[src/rtl/core/rsti_pkg.sv]
// Shared types and constants for the ring stage task issuer.
// Slot kind codes and the controller/datapath command and status words.
// No dependencies.
`timescale 1ns / 1ps

package rsti_pkg;

  localparam int KIND_W = 3;
  localparam logic [KIND_W-1:0] KIND_EMPTY  = 3'd0;
  localparam logic [KIND_W-1:0] KIND_PUSH   = 3'd1;
  localparam logic [KIND_W-1:0] KIND_POP    = 3'd2;
  localparam logic [KIND_W-1:0] KIND_WB     = 3'd3;
  localparam logic [KIND_W-1:0] KIND_LOCKED = 3'd4;

  localparam int CNT_OUT_W = 3;
  localparam int MASK_W    = 5;
  localparam int STAGE_W   = 3;

  typedef struct packed {
    logic load;   // latch input word
    logic enq;    // append task to its stage queue
    logic move;   // count slots and rotate ring
    logic rd;     // read head task of current stage
    logic issue;  // try to issue at current stage
  } cmd_t;

  typedef struct packed {
    logic last;   // current stage is the last one
  } status_t;

endpackage

[src/rtl/core/rsti_dp.sv]
// Datapath: slot ring, per-stage waiting queues (one shared memory),
// stage walk index and result registers. Uses rsti_pkg.
`timescale 1ns / 1ps

module rsti_dp #(
  parameter int STAGES      = 5,
  parameter int QUEUE_DEPTH = 16
) (
  input  logic                                clk_i,
  input  logic                                rst_ni,
  input  rsti_pkg::cmd_t                      cmd_i,
  output rsti_pkg::status_t                   status_o,
  input  logic                                task_kind_i,
  input  logic [rsti_pkg::STAGE_W-1:0]        target_stage_i,
  output logic [rsti_pkg::CNT_OUT_W-1:0]      busy_count_o,
  output logic [rsti_pkg::CNT_OUT_W-1:0]      completed_count_o,
  output logic [rsti_pkg::MASK_W-1:0]         issued_mask_o,
  output logic                                enqueue_accepted_o
);

  localparam int SW     = $clog2(STAGES);
  localparam int PTR_W  = (QUEUE_DEPTH > 1) ? $clog2(QUEUE_DEPTH) : 1;
  localparam int CNT_W  = $clog2(QUEUE_DEPTH + 1);
  localparam int LIFE_W = $clog2(STAGES + 1);
  localparam int MEM_D  = STAGES * QUEUE_DEPTH;
  localparam int AW     = (MEM_D > 1) ? $clog2(MEM_D) : 1;

  logic [rsti_pkg::KIND_W-1:0] kind_q [STAGES];
  logic [rsti_pkg::KIND_W-1:0] kind_d [STAGES];
  logic [LIFE_W-1:0]           life_q [STAGES];
  logic [LIFE_W-1:0]           life_d [STAGES];
  logic [PTR_W-1:0]            head_q [STAGES];
  logic [PTR_W-1:0]            head_d [STAGES];
  logic [PTR_W-1:0]            tail_q [STAGES];
  logic [PTR_W-1:0]            tail_d [STAGES];
  logic [CNT_W-1:0]            count_q[STAGES];
  logic [CNT_W-1:0]            count_d[STAGES];

  logic [SW-1:0]                      idx_q, idx_d;
  logic                               tkind_q;
  logic [rsti_pkg::STAGE_W-1:0]       tstage_q;
  logic                               head_kind_q;
  logic                               mem_q [MEM_D];

  logic [rsti_pkg::CNT_OUT_W-1:0]     busy_cnt_q, busy_cnt_d;
  logic [rsti_pkg::CNT_OUT_W-1:0]     done_cnt_q, done_cnt_d;
  logic [rsti_pkg::MASK_W-1:0]        mask_q, mask_d;
  logic                               acc_q, acc_d;

  logic [STAGES-1:0]                  go;
  logic [STAGES-1:0]                  enq_ok;
  logic [PTR_W-1:0]                   wr_ptr, rd_ptr;
  logic [AW-1:0]                      wr_addr, rd_addr;

  // per-stage issue decision and enqueue acceptance
  always_comb begin
    int p;
    for (int j = 0; j < STAGES; j++) begin
      p = (j == 0) ? STAGES - 1 : j - 1;
      go[j] = cmd_i.issue && (idx_q == SW'(j)) &&
              (kind_q[j] == rsti_pkg::KIND_EMPTY) && (count_q[j] != '0) &&
              (!head_kind_q || (life_q[p] <= LIFE_W'(1)));
      enq_ok[j] = cmd_i.enq && (32'(tstage_q) == j) &&
                  (count_q[j] != CNT_W'(QUEUE_DEPTH));
    end
  end

  always_comb begin
    wr_ptr = '0;
    rd_ptr = '0;
    for (int j = 0; j < STAGES; j++) begin
      if (32'(tstage_q) == j) begin
        wr_ptr = tail_q[j];
      end
      if (idx_q == SW'(j)) begin
        rd_ptr = head_q[j];
      end
    end
    wr_addr = AW'(32'(tstage_q) * QUEUE_DEPTH + 32'(wr_ptr));
    rd_addr = AW'(32'(idx_q) * QUEUE_DEPTH + 32'(rd_ptr));
  end

  // ring update: rotation on move, issue and lock on issue
  always_comb begin
    int p;
    for (int j = 0; j < STAGES; j++) begin
      kind_d[j] = kind_q[j];
      life_d[j] = life_q[j];
    end
    if (cmd_i.move) begin
      for (int j = 0; j < STAGES; j++) begin
        p = (j == 0) ? STAGES - 1 : j - 1;
        if (kind_q[j] == rsti_pkg::KIND_POP) begin
          kind_d[j] = rsti_pkg::KIND_WB;
        end else if (life_q[p] > LIFE_W'(1)) begin
          kind_d[j] = kind_q[p];
          life_d[j] = life_q[p] - LIFE_W'(1);
        end else begin
          kind_d[j] = rsti_pkg::KIND_EMPTY;
          life_d[j] = '0;
        end
      end
    end else begin
      for (int j = 0; j < STAGES; j++) begin
        p = (j == 0) ? STAGES - 1 : j - 1;
        if (go[j] && head_kind_q) begin
          if (kind_q[p] == rsti_pkg::KIND_EMPTY) begin
            kind_d[p] = rsti_pkg::KIND_LOCKED;
          end
          life_d[p] = LIFE_W'(1);
        end
      end
      for (int j = 0; j < STAGES; j++) begin
        if (go[j]) begin
          kind_d[j] = head_kind_q ? rsti_pkg::KIND_POP : rsti_pkg::KIND_PUSH;
          life_d[j] = LIFE_W'(STAGES);
        end
      end
    end
  end

  // queue pointers
  always_comb begin
    for (int j = 0; j < STAGES; j++) begin
      head_d[j]  = head_q[j];
      tail_d[j]  = tail_q[j];
      count_d[j] = count_q[j];
      if (go[j]) begin
        head_d[j]  = (head_q[j] == PTR_W'(QUEUE_DEPTH - 1)) ? '0 : head_q[j] + PTR_W'(1);
        count_d[j] = count_q[j] - CNT_W'(1);
      end
      if (enq_ok[j]) begin
        tail_d[j]  = (tail_q[j] == PTR_W'(QUEUE_DEPTH - 1)) ? '0 : tail_q[j] + PTR_W'(1);
        count_d[j] = count_q[j] + CNT_W'(1);
      end
    end
  end

  always_comb begin
    idx_d = idx_q;
    if (cmd_i.move) begin
      idx_d = '0;
    end else if (cmd_i.issue) begin
      idx_d = idx_q + SW'(1);
    end
  end

  // results
  always_comb begin
    busy_cnt_d = busy_cnt_q;
    done_cnt_d = done_cnt_q;
    mask_d     = mask_q;
    acc_d      = acc_q;
    if (cmd_i.enq) begin
      busy_cnt_d = '0;
      done_cnt_d = '0;
      mask_d     = '0;
      acc_d      = |enq_ok;
    end else if (cmd_i.move) begin
      busy_cnt_d = '0;
      done_cnt_d = '0;
      mask_d     = '0;
      acc_d      = 1'b0;
      for (int j = 0; j < STAGES; j++) begin
        if (kind_q[j] == rsti_pkg::KIND_PUSH || kind_q[j] == rsti_pkg::KIND_POP ||
            kind_q[j] == rsti_pkg::KIND_WB) begin
          busy_cnt_d = busy_cnt_d + rsti_pkg::CNT_OUT_W'(1);
        end
        if (life_q[j] == LIFE_W'(1) && (kind_q[j] == rsti_pkg::KIND_PUSH ||
            kind_q[j] == rsti_pkg::KIND_WB)) begin
          done_cnt_d = done_cnt_d + rsti_pkg::CNT_OUT_W'(1);
        end
      end
    end else if (cmd_i.issue) begin
      mask_d = mask_q | rsti_pkg::MASK_W'(go);
    end
  end

  always_ff @(posedge clk_i or negedge rst_ni) begin
    if (!rst_ni) begin
      for (int j = 0; j < STAGES; j++) begin
        kind_q[j]  <= rsti_pkg::KIND_EMPTY;
        life_q[j]  <= '0;
        head_q[j]  <= '0;
        tail_q[j]  <= '0;
        count_q[j] <= '0;
      end
      idx_q <= '0;
    end else begin
      for (int j = 0; j < STAGES; j++) begin
        kind_q[j]  <= kind_d[j];
        life_q[j]  <= life_d[j];
        head_q[j]  <= head_d[j];
        tail_q[j]  <= tail_d[j];
        count_q[j] <= count_d[j];
      end
      idx_q <= idx_d;
    end
  end

  always_ff @(posedge clk_i) begin
    if (cmd_i.load) begin
      tkind_q  <= task_kind_i;
      tstage_q <= target_stage_i;
    end
    busy_cnt_q <= busy_cnt_d;
    done_cnt_q <= done_cnt_d;
    mask_q     <= mask_d;
    acc_q      <= acc_d;
  end

  // waiting task memory
  always_ff @(posedge clk_i) begin
    if (|enq_ok) begin
      mem_q[wr_addr] <= tkind_q;
    end
    if (cmd_i.rd) begin
      head_kind_q <= mem_q[rd_addr];
    end
  end

  assign status_o.last      = (idx_q == SW'(STAGES - 1));
  assign busy_count_o       = busy_cnt_q;
  assign completed_count_o  = done_cnt_q;
  assign issued_mask_o      = mask_q;
  assign enqueue_accepted_o = acc_q;

endmodule

[src/rtl/core/rsti_ctrl.sv]
// Controller: sequences enqueue and tick words through the datapath.
// Uses rsti_pkg command and status types.
`timescale 1ns / 1ps

module rsti_ctrl (
  input  logic              clk_i,
  input  logic              rst_ni,
  input  logic              start,
  output logic              busy,
  input  logic              mode_i,
  output logic              done_o,
  output rsti_pkg::cmd_t    cmd_o,
  input  rsti_pkg::status_t status_i
);

  localparam logic [2:0] ST_IDLE  = 3'd0;
  localparam logic [2:0] ST_ENQ   = 3'd1;
  localparam logic [2:0] ST_MOVE  = 3'd2;
  localparam logic [2:0] ST_RD    = 3'd3;
  localparam logic [2:0] ST_ISS   = 3'd4;
  localparam logic [2:0] ST_REPLY = 3'd5;

  logic [2:0] state_q, state_d;

  always_comb begin
    state_d = state_q;
    cmd_o   = '0;
    case (state_q)
      ST_IDLE: begin
        if (start) begin
          cmd_o.load = 1'b1;
          state_d    = mode_i ? ST_MOVE : ST_ENQ;
        end
      end
      ST_ENQ: begin
        cmd_o.enq = 1'b1;
        state_d   = ST_REPLY;
      end
      ST_MOVE: begin
        cmd_o.move = 1'b1;
        state_d    = ST_RD;
      end
      ST_RD: begin
        cmd_o.rd = 1'b1;
        state_d  = ST_ISS;
      end
      ST_ISS: begin
        cmd_o.issue = 1'b1;
        state_d     = status_i.last ? ST_REPLY : ST_RD;
      end
      ST_REPLY: begin
        state_d = ST_IDLE;
      end
      default: begin
        state_d = ST_IDLE;
      end
    endcase
  end

  always_ff @(posedge clk_i or negedge rst_ni) begin
    if (!rst_ni) begin
      state_q <= ST_IDLE;
    end else begin
      state_q <= state_d;
    end
  end

  assign busy   = (state_q != ST_IDLE);
  assign done_o = (state_q == ST_REPLY);

  a_start_busy: assert property (@(posedge clk_i) disable iff (!rst_ni)
    start && !busy |=> busy)
    else $error("accepted word did not make block busy");

  a_done_idle: assert property (@(posedge clk_i) disable iff (!rst_ni)
    done_o |=> !busy && !done_o)
    else $error("result strobe not followed by idle");

  a_cmd_excl: assert property (@(posedge clk_i) disable iff (!rst_ni)
    $onehot0({cmd_o.load, cmd_o.enq, cmd_o.move, cmd_o.rd, cmd_o.issue}))
    else $error("datapath commands overlap");

  a_rd_issue: assert property (@(posedge clk_i) disable iff (!rst_ni)
    cmd_o.rd |=> cmd_o.issue)
    else $error("head read not followed by issue");

endmodule

[src/rtl/core/ring_stage_task_issuer.sv]
// Ring stage task issuer, top level: controller plus datapath.
// Enqueue word: the enqueue state, then done_o in the reply state; next word once idle again.
// Tick word: a move step, then one head read and one issue step per stage from the
// shared waiting memory, then done_o in the reply state; next word once idle again.
// Reset clears the ring and all queue pointers; memory contents stay unknown.
// Results appear for one cycle on done_o; the receiver cannot stall.
`timescale 1ns / 1ps

module ring_stage_task_issuer #(
  parameter int STAGES      = 5,
  parameter int QUEUE_DEPTH = 16
) (
  input  logic                             clk_i,
  input  logic                             rst_ni,
  input  logic                             start,
  output logic                             busy,
  input  logic                             mode_i,
  input  logic                             task_kind_i,
  input  logic [rsti_pkg::STAGE_W-1:0]     target_stage_i,
  output logic                             done_o,
  output logic [rsti_pkg::CNT_OUT_W-1:0]   busy_count_o,
  output logic [rsti_pkg::CNT_OUT_W-1:0]   completed_count_o,
  output logic [rsti_pkg::MASK_W-1:0]      issued_mask_o,
  output logic                             enqueue_accepted_o
);

  rsti_pkg::cmd_t    cmd;
  rsti_pkg::status_t status;

  rsti_ctrl u_ctrl (
    .clk_i    (clk_i),
    .rst_ni   (rst_ni),
    .start    (start),
    .busy     (busy),
    .mode_i   (mode_i),
    .done_o   (done_o),
    .cmd_o    (cmd),
    .status_i (status)
  );

  rsti_dp #(
    .STAGES      (STAGES),
    .QUEUE_DEPTH (QUEUE_DEPTH)
  ) u_dp (
    .clk_i              (clk_i),
    .rst_ni             (rst_ni),
    .cmd_i              (cmd),
    .status_o           (status),
    .task_kind_i        (task_kind_i),
    .target_stage_i     (target_stage_i),
    .busy_count_o       (busy_count_o),
    .completed_count_o  (completed_count_o),
    .issued_mask_o      (issued_mask_o),
    .enqueue_accepted_o (enqueue_accepted_o)
  );

endmodule
[config.mk]
export PLATFORM = sky130hd
export DESIGN_NAME = ring_stage_task_issuer
export DESIGN_NICKNAME = d
export VERILOG_FILES = /design/src/rtl/core/rsti_pkg.sv /design/src/rtl/core/rsti_dp.sv /design/src/rtl/core/rsti_ctrl.sv /design/src/rtl/core/ring_stage_task_issuer.sv
export SDC_FILE = /design/constraint.sdc
export NUM_CORES = 1
export LEC_CHECK = 0
export ABC_CLOCK_PERIOD_IN_PS = 3300
export BUFFER_PORTS_ARGS = -buffer_cell sky130_fd_sc_hd__buf_2
export CAP_MARGIN = 30
export CELL_PAD_IN_SITES_DETAIL_PLACEMENT = 2
export CELL_PAD_IN_SITES_GLOBAL_PLACEMENT = 2
export CORE_MARGIN = 2
export CORE_UTILIZATION = 40
export CTS_CLUSTER_DIAMETER = 150
export DETAILED_ROUTE_END_ITERATION = 12
export GPL_TIMING_DRIVEN = 1
export PLACE_DENSITY_LB_ADDON = 0.3
export SKIP_CTS_REPAIR_TIMING = 1
export SYNTH_ARGS = -nofsm -noshare
export SYNTH_HDL_FRONTEND = slang
export SYNTH_SLANG_ARGS = --single-unit
[constraint.sdc]
create_clock -name clk_i -period 3.3 [get_ports clk_i]
set_input_delay 0.66 -clock clk_i [delete_from_list [all_inputs] [get_ports clk_i]]
set_output_delay 0.66 -clock clk_i [all_outputs]
set_load 0.02 [all_outputs]
==> results of run 1 <==
[power groups by stage]
stage | Combinational (mW) | Clock (mW) | Sequential (mW)
finish | 4.58 | 2.06 | 3.75
global route | 5.13 | 2.18 | 3.84
global placement | 4.18 | 0 | 3.74
floorplan | 3.21 | 0 | 3.59
CTS | 4.58 | 2.09 | 3.75
detailed placement | 4.51 | 0 | 3.79
[state kept, by name, indices dropped and copies added, names as in the netlist]
signal and flops:
u_dp.tstage_q 3, u_dp.issued_mask_o 5, u_dp.tail_q 20, u_dp.head_kind_q 1, u_dp.enqueue_accepted_o 1, u_ctrl.state_q 3, u_dp.count_q 25, u_dp.completed_count_o 3
u_dp.tkind_q 1, u_dp.mem_q 80, u_dp.kind_q 15, u_dp.head_q 20, u_dp.busy_count_o 3, u_dp.idx_q 3, u_dp.life_q 15
[cell families after synthesis]
| family | synth area share (%) |
|---|---|
| AO/OA/AOI/OAI | 13.2 |
| XOR/XNOR | 3.65 |
| adder cells (fa/ha/maj) | 6.63 |
| buffers and inverters | 3.40 |
| flip-flops | 50.4 |
| multiplexers | 7.47 |
| AND/OR/NAND/NOR | 15.2 |
[synth_stat cells (all sizes together), types with 6 or more instances]
library cell | count | area (um2)
xnor2 | 29 | 254
mux2i | 35 | 350
nor2b | 7 | 43.8
a31oi | 17 | 106
or2 | 9 | 56.3
nand4 | 14 | 87.6
ha | 48 | 601
nor2 | 148 | 558
o21a | 7 | 52.6
buf | 21 | 138
nand3 | 19 | 95.1
clkbuf | 17 | 63.8
inv | 42 | 158
dfxtp | 11 | 220
nor3b | 6 | 45.0
xor2 | 15 | 131
dfrtp | 101 | 2530
mux4 | 9 | 203
nand2b | 14 | 87.6
o21ai | 60 | 300
nand3b | 6 | 45.0
a221oi | 8 | 76.3
nor3 | 10 | 50.1
a21oi | 60 | 300
a21o | 12 | 90.1
a311oi | 8 | 70.1
nand2 | 91 | 358
mux2 | 21 | 236
edfxtp | 86 | 2580
[worst max path at each step]
stage,from,to,depth (start not counted)
2_1_floorplan,u_dp.idx_q[1],u_dp.head_kind_q,13
3_3_place_gp,u_dp.idx_q[0],u_dp.head_kind_q,10
3_5_place_dp,u_dp.idx_q[1],u_dp.head_kind_q,10
4_1_cts,u_dp.idx_q[1],u_dp.head_kind_q,10
5_1_grt,u_dp.idx_q[1],u_dp.head_kind_q,11
6_report,u_dp.idx_q[1],u_dp.head_kind_q,11
[cell type report]
cell class	instances	share of cell area, %
Inverter	42	1.32
Sequential cell	198	44.7
Timing Repair Buffer	66	4.37
Tap cell	335	3.52
Clock buffer	17	3.57
Clock inverter	15	1.12
Multi-Input combinational cell	729	41.4
[routing by layer]
| metal | up-vias | part of all wire (%) |
|---|---|---|
| li1 | 3730 | - |
| met1 | 4276 | 44 |
| met2 | 128 | 52 |
| met3 | 29 | 3.0 |
| met4 | 0 | 1.2 |
| met5 | - | 0 |
==> results.sh, run 1 <==
export IMPL_combPwrFrac_pct=44.1
export IMPL_timing_rr_start="u_dp.idx_q[1]"
export IMPL_final_common_cell="nor2_1"
export IMPL_ios=22
export IMPL_yosys_warnings=0
export IMPL_reg2reg_to="u_dp.head_kind_q"
export IMPL_ff_latch_area_um2=5330
export IMPL_worst_pin_slew_ns=0.878
export IMPL_vias_per_cell=5.82
export IMPL_fin_crit_ns=3.21
export IMPL_total_power_mw=10.4
export IMPL_synth_async_sr_flop_share_pct=51.0
export IMPL_internal_power_mw=6.05
export IMPL_p_sw_mw=4.34
export IMPL_avgSynthCellArea_um2=10.5
export IMPL_clock_sinks=198
export IMPL_start_util_pct=40.7
export IMPL_dieArea_um2=27700
export IMPL_p_leak_nw=4.67
export IMPL_drt_initial_drc_count=525
export IMPL_met3_usage_pct=3.80
export IMPL_place_inst=1367
export IMPL_critical_path_required_ns=3.49
export IMPL_antenna_found_initial=0
export IMPL_busiest_layer="met2"
export IMPL_synth_nets=1066
export IMPL_synth_edf_count=86
export IMPL_synth_seq_cells=198
export IMPL_clockBufferDepth=2
export IMPL_grt_max_degree=81
export IMPL_final_core_util_pct=45.9
export IMPL_ys_flop_type="dfrtp_1"
export IMPL_grt_pass1_wl_mm=51.5
export IMPL_r2r_slack_ns=0.09
export IMPL_die_h_um=167
export IMPL_r2r_cells=11
export IMPL_grt_setup_unrepaired="true"
export IMPL_grt_overflow=0
export IMPL_pre_cts_slack_ns=-0.0516
export IMPL_ctsHtreeMaxLevel=4
export IMPL_hp_class="input port to async pin"
export IMPL_vias=8163
export IMPL_outcome="finished, final reports clean"
export IMPL_p_per_area_nw_per_um2=871
export IMPL_yosysUniqueCellTypes=70
export IMPL_worstSetupStartpointType="flop"
export IMPL_syn_to_final_growth_pct=12.8
export IMPL_routabilityCongestion=0.782
export IMPL_drcViolationCount=0
export IMPL_setup_slack_ns=0.0889
export IMPL_antenna_cells=0
export IMPL_fin_nets=1115
export IMPL_critPathKind="flop to flop"
export IMPL_crit_path_max_fanout=10
export IMPL_maxSlewHeadroom_pct=41.5
export IMPL_clkLatencyLatePin_ns=0.45
export IMPL_period_share_pct=97.3
export IMPL_tns_ns=0
export IMPL_fin_cells=1402
export IMPL_multiInputGateArea_um2=4940
export IMPL_dieWidth_um=167
export IMPL_synthCells=1005
export IMPL_clockRootBuffer="clkbuf_16"
export IMPL_critical_path_top_delay_family="compound AO/OA/AOI/OAI gates"
export IMPL_cts_tree="built"
export IMPL_rows=59
export IMPL_layout_common_cells="146 x nor2_1, 101 x dfrtp_1, 90 x nand2_1"
export IMPL_cap_violations=0
export IMPL_setup_violations=0
export IMPL_coreArea_um2=26000
export IMPL_seq_area_frac_synth_pct=50.4
export IMPL_io_buffer_count=21
export IMPL_grt_pass1_vias=8933
export IMPL_fill_cells=2681
export IMPL_p_seq_share_pct=36.1
export IMPL_cp_num_buf_inv=2
export IMPL_peakVddDrop_uv=460
export IMPL_hpwl_mm=23.4
export IMPL_gr_usage_met1_pct=30.2
export IMPL_crit_chain="inv_1 > ha_1 > buf_4 > nand3b_1 > a221o_2 > a311oi_1 > a221oi_1 > a31oi_1 > o2bb2ai_1 > o211ai_1 > o211ai_2"
export IMPL_max_stage_delay_ns=0.49
export IMPL_totalWireLength_mm=32.0
export IMPL_drt_pass1_iterations=5
export IMPL_slowest_stage="a221o_2"
export IMPL_grtUsageTotal_pct=23.6
export IMPL_drv_slew=0
export IMPL_hold_ws_ns=0.234
export IMPL_clock_skew_ns=0.0148
export IMPL_clkTransAtPathRegs_ns=0.08
export IMPL_end_kind="flop"
export IMPL_antenna_left=0
export IMPL_finalHoldViolCount=0
export IMPL_post_dp_cell_area_um2=11300
export IMPL_syn_cell_area_um2=10600
export IMPL_cts_buffers=17
export IMPL_clock_power_share_pct=19.8
export IMPL_swShare_pct=41.7
export IMPL_final_layout_size_suffix_gt1_share_pct=14.2
export IMPL_use_met2_pct=42.2
export IMPL_fmax_mhz=311
export IMPL_arrival_ns=3.40
export IMPL_wl_per_cell_um=22.8
export IMPL_final_area_um2=11900
Note: power is estimated with default switching activity, not from simulation.
==> inputs of run 2 (changes only) <==
--- a/config.mk
+++ b/config.mk
@@ -16,6 +16,7 @@
 export DETAILED_ROUTE_END_ITERATION = 12
 export GPL_TIMING_DRIVEN = 1
 export PLACE_DENSITY_LB_ADDON = 0.3
+export SETUP_SLACK_MARGIN = 0.5
 export SKIP_CTS_REPAIR_TIMING = 1
 export SYNTH_ARGS = -nofsm -noshare
 export SYNTH_HDL_FRONTEND = slang
==> run 2 against run 1 <==
The run now ends with setup timing left. Total power grew 11%. Hold slack gained 0.015 ns. First-iteration DRC count grew 15%. Final cell count grew 2.4%. Die area is the same. Count of clock-buffer cells in the layout unchanged. Global-route usage increased by 0.67 points. Clock power increased by 15%. Critical path depth decreased by 1. Non-clock buffer count is 33 higher. Largest cell class unchanged.
==> results.sh, run 2 (synthesized netlist as in run 1, its figures left out) <==
export IMPL_drcViolationCount=0
export IMPL_fill_cells=2661
export IMPL_coreArea_um2=26000
export IMPL_fin_crit_ns=3.34
export IMPL_cpMostUsedCell="a311oi_1"
export IMPL_vias_per_cell=5.97
export IMPL_ff_latch_area_um2=5340
export IMPL_syn_to_final_growth_pct=19.7
export IMPL_grt_pass1_wl_mm=52.2
export IMPL_multiInputGateArea_um2=5310
export IMPL_cp_num_buf_inv=2
export IMPL_rows=59
export IMPL_clock_skew_ns=0.0197
export IMPL_clockRootBuffer="clkbuf_16"
export IMPL_final_core_util_pct=48.7
export IMPL_grt_overflow=0
export IMPL_hp_class="input port to async pin"
export IMPL_grtUsageTotal_pct=24.2
export IMPL_clock_sinks=198
export IMPL_clkLatencyLatePin_ns=0.47
export IMPL_hpwl_mm=23.5
export IMPL_critPathKind="flop to flop"
export IMPL_cap_violations=0
export IMPL_wl_per_cell_um=26.3
export IMPL_final_area_um2=12700
export IMPL_start_util_pct=40.7
export IMPL_p_leak_nw=4.93
export IMPL_routabilityCongestion=0.775
export IMPL_drt_initial_drc_count=602
export IMPL_dieWidth_um=167
export IMPL_top_register="u_dp.mem_q"
export IMPL_die_h_um=167
export IMPL_ctsHtreeMaxLevel=4
export IMPL_fin_nets=1148
export IMPL_setup_violations=1
export IMPL_end_kind="flop"
export IMPL_p_per_area_nw_per_um2=913
export IMPL_crit_path_max_fanout=6
export IMPL_drv_slew=0
export IMPL_largestRegisters="u_dp.mem_q: 80 flops, u_dp.count_q: 25 flops"
export IMPL_fin_cells=1435
export IMPL_tns_ns=-0.0381
export IMPL_drt_pass1_iterations=5
export IMPL_finalHoldViolCount=0
export IMPL_fmax_mhz=300
export IMPL_cts_buffers=17
export IMPL_violations="setup timing"
export IMPL_grt_pass1_vias=9120
export IMPL_antenna_left=0
export IMPL_dieArea_um2=27700
export IMPL_worstSetupStartpointType="flop"
export IMPL_crit_chain="clkinvlp_4 > ha_4 > clkbuf_2 > nand3b_1 > a211oi_1 > a311oi_1 > a311oi_1 > o2bb2ai_1 > o211ai_1 > o211ai_2"
export IMPL_antenna_found_initial=0
export IMPL_critical_path_required_ns=3.48
export IMPL_cts_tree="built"
export IMPL_worst_pin_slew_ns=1.14
export IMPL_layout_common_cells="145 x nor2_1, 95 x dfrtp_1, 89 x nand2_1"
export IMPL_clockBufferDepth=2
export IMPL_final_layout_size_suffix_gt1_share_pct=21.4
export IMPL_post_dp_cell_area_um2=11300
export IMPL_hold_ws_ns=0.250
export IMPL_setup_slack_ns=-0.0381
export IMPL_slowest_stage="a311oi_1"
export IMPL_arrival_ns=3.52
export IMPL_grt_max_degree=81
export IMPL_critical_path_top_delay_family="compound AO/OA/AOI/OAI gates"
export IMPL_clkTransAtPathRegs_ns=0.08
export IMPL_ios=22
export IMPL_max_stage_delay_ns=0.90
export IMPL_antenna_cells=0
export IMPL_place_inst=1365
export IMPL_maxSlewHeadroom_pct=23.6
export IMPL_vias=8562
export IMPL_peakVddDrop_uv=525
export IMPL_final_common_cell="nor2_1"
export IMPL_totalWireLength_mm=37.8
export IMPL_largest_reg_flops=80
export IMPL_grt_setup_unrepaired="true"
export IMPL_outcome="finished with violations"
export IMPL_period_share_pct=101
export IMPL_io_buffer_count=21
## run 2: metal layers
layer	part of all wire [%]	vias to the layer above	track usage, %
met1	41	4446	30.8
met4	3.1	0	8.81
met5	0	-	0
met3	4.7	73	3.99
li1	-	3798	-
met2	51	245	41.7
## run 2: path summary, 6_finish.rpt
kind                       slack (ns)  cells after the start                   endpoint                 startpoint
min in group clk_i               0.37                      1               u_dp.tkind_q                task_kind_i
setup reg to reg                -0.04                     10           u_dp.head_kind_q              u_dp.idx_q[1]
hold / removal                   0.25                      1            u_dp.life_q[11]                     rst_ni
setup / recovery                -0.04                     10           u_dp.head_kind_q              u_dp.idx_q[1]
hold reg to reg                  0.46                      2  u_dp.completed_count_o[2]  u_dp.completed_count_o[2]
max in group asynchronous        2.29                      2            u_dp.count_q[9]                     rst_ni
## run 2: layout make-up
type / count / share of cell area (%)
flip-flops and latches: 198 / 42.2
multi-input cells: 729 / 42.0
repair buffers: 99 / 6.18
clock buffers: 17 / 3.36
well taps: 335 / 3.31
clock inverters: 15 / 1.68
inverters: 42 / 1.31
## run 2: through the flow
stage / power, mW / setup WS [ns]
floorplan: 6.83 / 0.434
global placement: 7.91 / 0.241
detailed placement: 8.31 / 0.0691
CTS: 10.7 / -0.138
global route: 12.2 / -0.0733
finish: 11.6 / -0.0381
## run 2: power by group
part	switching, mW	total [mW]	internal, mW	leakage [nW]
combinational	3.07	5.38	2.32	2.46
clock	1.14	2.37	1.23	0.306
sequential	0.710	3.80	3.10	2.16
==> inputs of run 3 (changes only) <==
--- a/config.mk
+++ b/config.mk
@@ -10,12 +10,13 @@
 export CAP_MARGIN = 30
 export CELL_PAD_IN_SITES_DETAIL_PLACEMENT = 2
 export CELL_PAD_IN_SITES_GLOBAL_PLACEMENT = 2
-export CORE_MARGIN = 2
+export CORE_MARGIN = 3
 export CORE_UTILIZATION = 40
 export CTS_CLUSTER_DIAMETER = 150
 export DETAILED_ROUTE_END_ITERATION = 12
 export GPL_TIMING_DRIVEN = 1
 export PLACE_DENSITY_LB_ADDON = 0.3
+export REMOVE_ABC_BUFFERS = 1
 export SETUP_SLACK_MARGIN = 0.5
 export SKIP_CTS_REPAIR_TIMING = 1
 export SYNTH_ARGS = -nofsm -noshare
==> run 3 against run 2 <==
The run now ends clean. Final cell count barely moved. Sequential power barely moved. Global-route usage fell by 0.84 points. Sequential cell count did not move. Core utilization rose by 0.58 points. Critical path depth rose by 2. Total power rose by 1.3%. Critical path type unchanged.
==> results.sh, run 3 (synthesized netlist as in run 1, its figures left out) <==
export IMPL_outcome="finished, final reports clean"
export IMPL_final_core_util_pct=49.3
export IMPL_antenna_left=0
export IMPL_max_stage_delay_ns=0.52
export IMPL_critical_path_top_delay_family="compound AO/OA/AOI/OAI gates"
export IMPL_arrival_ns=3.33
export IMPL_die_h_um=169
export IMPL_vias_per_cell=6.01
export IMPL_slowest_stage="a221o_4"
export IMPL_fin_nets=1152
export IMPL_clock_skew_ns=0.0179
export IMPL_p_per_area_nw_per_um2=930
export IMPL_fin_crit_ns=3.13
export IMPL_fill_cells=2611
export IMPL_clockRootBuffer="clkbuf_16"
export IMPL_total_power_mw=11.7
export IMPL_antenna_found_initial=0
export IMPL_largest_reg_flops=80
export IMPL_worstSetupStartpointType="flop"
export IMPL_grt_max_degree=81
export IMPL_hold_ws_ns=0.0769
export IMPL_clock_sinks=198
export IMPL_grt_pass1_vias=8879
export IMPL_hpwl_mm=22.6
export IMPL_fin_cells=1434
export IMPL_cap_violations=0
export IMPL_drt_initial_drc_count=677
export IMPL_totalWireLength_mm=38.5
export IMPL_place_inst=1361
export IMPL_drv_slew=0
export IMPL_tns_ns=0
export IMPL_dieWidth_um=169
export IMPL_critPathKind="flop to flop"
export IMPL_worst_pin_slew_ns=0.832
export IMPL_cp_num_buf_inv=3
export IMPL_grt_pass1_wl_mm=52.0
export IMPL_routabilityCongestion=0.798
export IMPL_crit_chain="inv_4 > ha_4 > buf_6 > nand3b_1 > a221o_4 > nand2_8 > buf_4 > mux4_2 > nand3_1 > o311ai_1 > o2111ai_2 > o211ai_2"
export IMPL_rows=58
export IMPL_hp_class="input port to async pin"
export IMPL_cts_buffers=17
export IMPL_end_kind="flop"
export IMPL_final_area_um2=12600
export IMPL_clockBufferDepth=2
export IMPL_antenna_cells=0
export IMPL_final_common_cell="nor2_1"
export IMPL_clkTransAtPathRegs_ns=0.08
export IMPL_maxSlewHeadroom_pct=44.3
export IMPL_grt_setup_unrepaired="true"
export IMPL_grt_overflow=0
export IMPL_setup_slack_ns=0.173
export IMPL_wl_per_cell_um=26.9
export IMPL_period_share_pct=94.8
export IMPL_drt_pass1_iterations=5
export IMPL_cts_tree="built"
export IMPL_io_buffer_count=21
export IMPL_post_dp_cell_area_um2=11300
export IMPL_clkLatencyLatePin_ns=0.47
export IMPL_drcViolationCount=0
export IMPL_peakVddDrop_uv=446
export IMPL_ios=22
export IMPL_p_leak_nw=4.92
export IMPL_grtUsageTotal_pct=23.4
export IMPL_syn_to_final_growth_pct=19.1
export IMPL_final_layout_size_suffix_gt1_share_pct=21.6
export IMPL_vias=8613
export IMPL_setup_violations=0
export IMPL_finalHoldViolCount=0
export IMPL_top_register="u_dp.mem_q"
export IMPL_crit_path_max_fanout=9
export IMPL_coreArea_um2=25500
export IMPL_critical_path_required_ns=3.51
export IMPL_largestRegisters="u_dp.mem_q: 80 flops, u_dp.count_q: 25 flops"
export IMPL_pre_cts_slack_ns=0.0794
export IMPL_layout_common_cells="146 x nor2_1, 94 x dfrtp_1, 88 x nand2_1"
export IMPL_start_util_pct=41.4
export IMPL_ctsHtreeMaxLevel=4
export IMPL_fmax_mhz=320
export IMPL_dieArea_um2=28400
==> run 3: power breakdown <==
part | switching (mW) | leakage (nW) | total [mW] | internal (mW)
sequential | 0.731 | 2.16 | 3.83 | 3.10
clock | 1.16 | 0.292 | 2.25 | 1.09
combinational | 3.18 | 2.47 | 5.63 | 2.45
==> run 3: area by class of cell <==
cell class | instances | area (um2) | share of cell area, %
Sequential cell | 198 | 5340 | 42.4
Multi-Input combinational cell | 728 | 5250 | 41.7
Timing Repair Buffer | 104 | 813 | 6.46
Clock buffer | 17 | 425 | 3.38
Tap cell | 330 | 413 | 3.28
Clock inverter | 15 | 179 | 1.42
Inverter | 42 | 168 | 1.33
==> run 3: metal layers <==
| metal | share of wire, % | track usage [%] | up-vias |
|---|---|---|---|
| li1 | - | - | 3789 |
| met3 | 4.1 | 3.39 | 54 |
| met1 | 42 | 30.8 | 4545 |
| met5 | 0 | 0 | - |
| met4 | 2.0 | 6.23 | 0 |
| met2 | 52 | 40.6 | 225 |
==> run 3: final timing paths <==
| path | cells after the start | to | slack (ns) | startpoint |
|---|---|---|---|---|
| max | 12 | u_dp.head_kind_q | 0.17 | u_dp.idx_q[0] |
| min | 1 | u_dp.life_q[13] | 0.08 | rst_ni |
| max reg2reg | 12 | u_dp.head_kind_q | 0.17 | u_dp.idx_q[0] |
| min reg2reg | 2 | u_dp.completed_count_o[1] | 0.46 | u_dp.completed_count_o[1] |
| max in group asynchronous | 2 | u_dp.idx_q[1] | 2.41 | rst_ni |
| min in group clk_i | 1 | u_dp.tstage_q[2] | 0.36 | target_stage_i[2] |
==> run 3: worst reg2reg max path, delay by kind of cell (launching register included) <==
kind                     cells  cell delay (ns)
AO/OA/AOI/OAI                4             1.10
adder cells (fa/ha/maj)      1             0.15
buffers and inverters        3             0.40
flip-flops                   1             0.49
multiplexers                 1             0.31
AND/OR/NAND/NOR              3             0.42
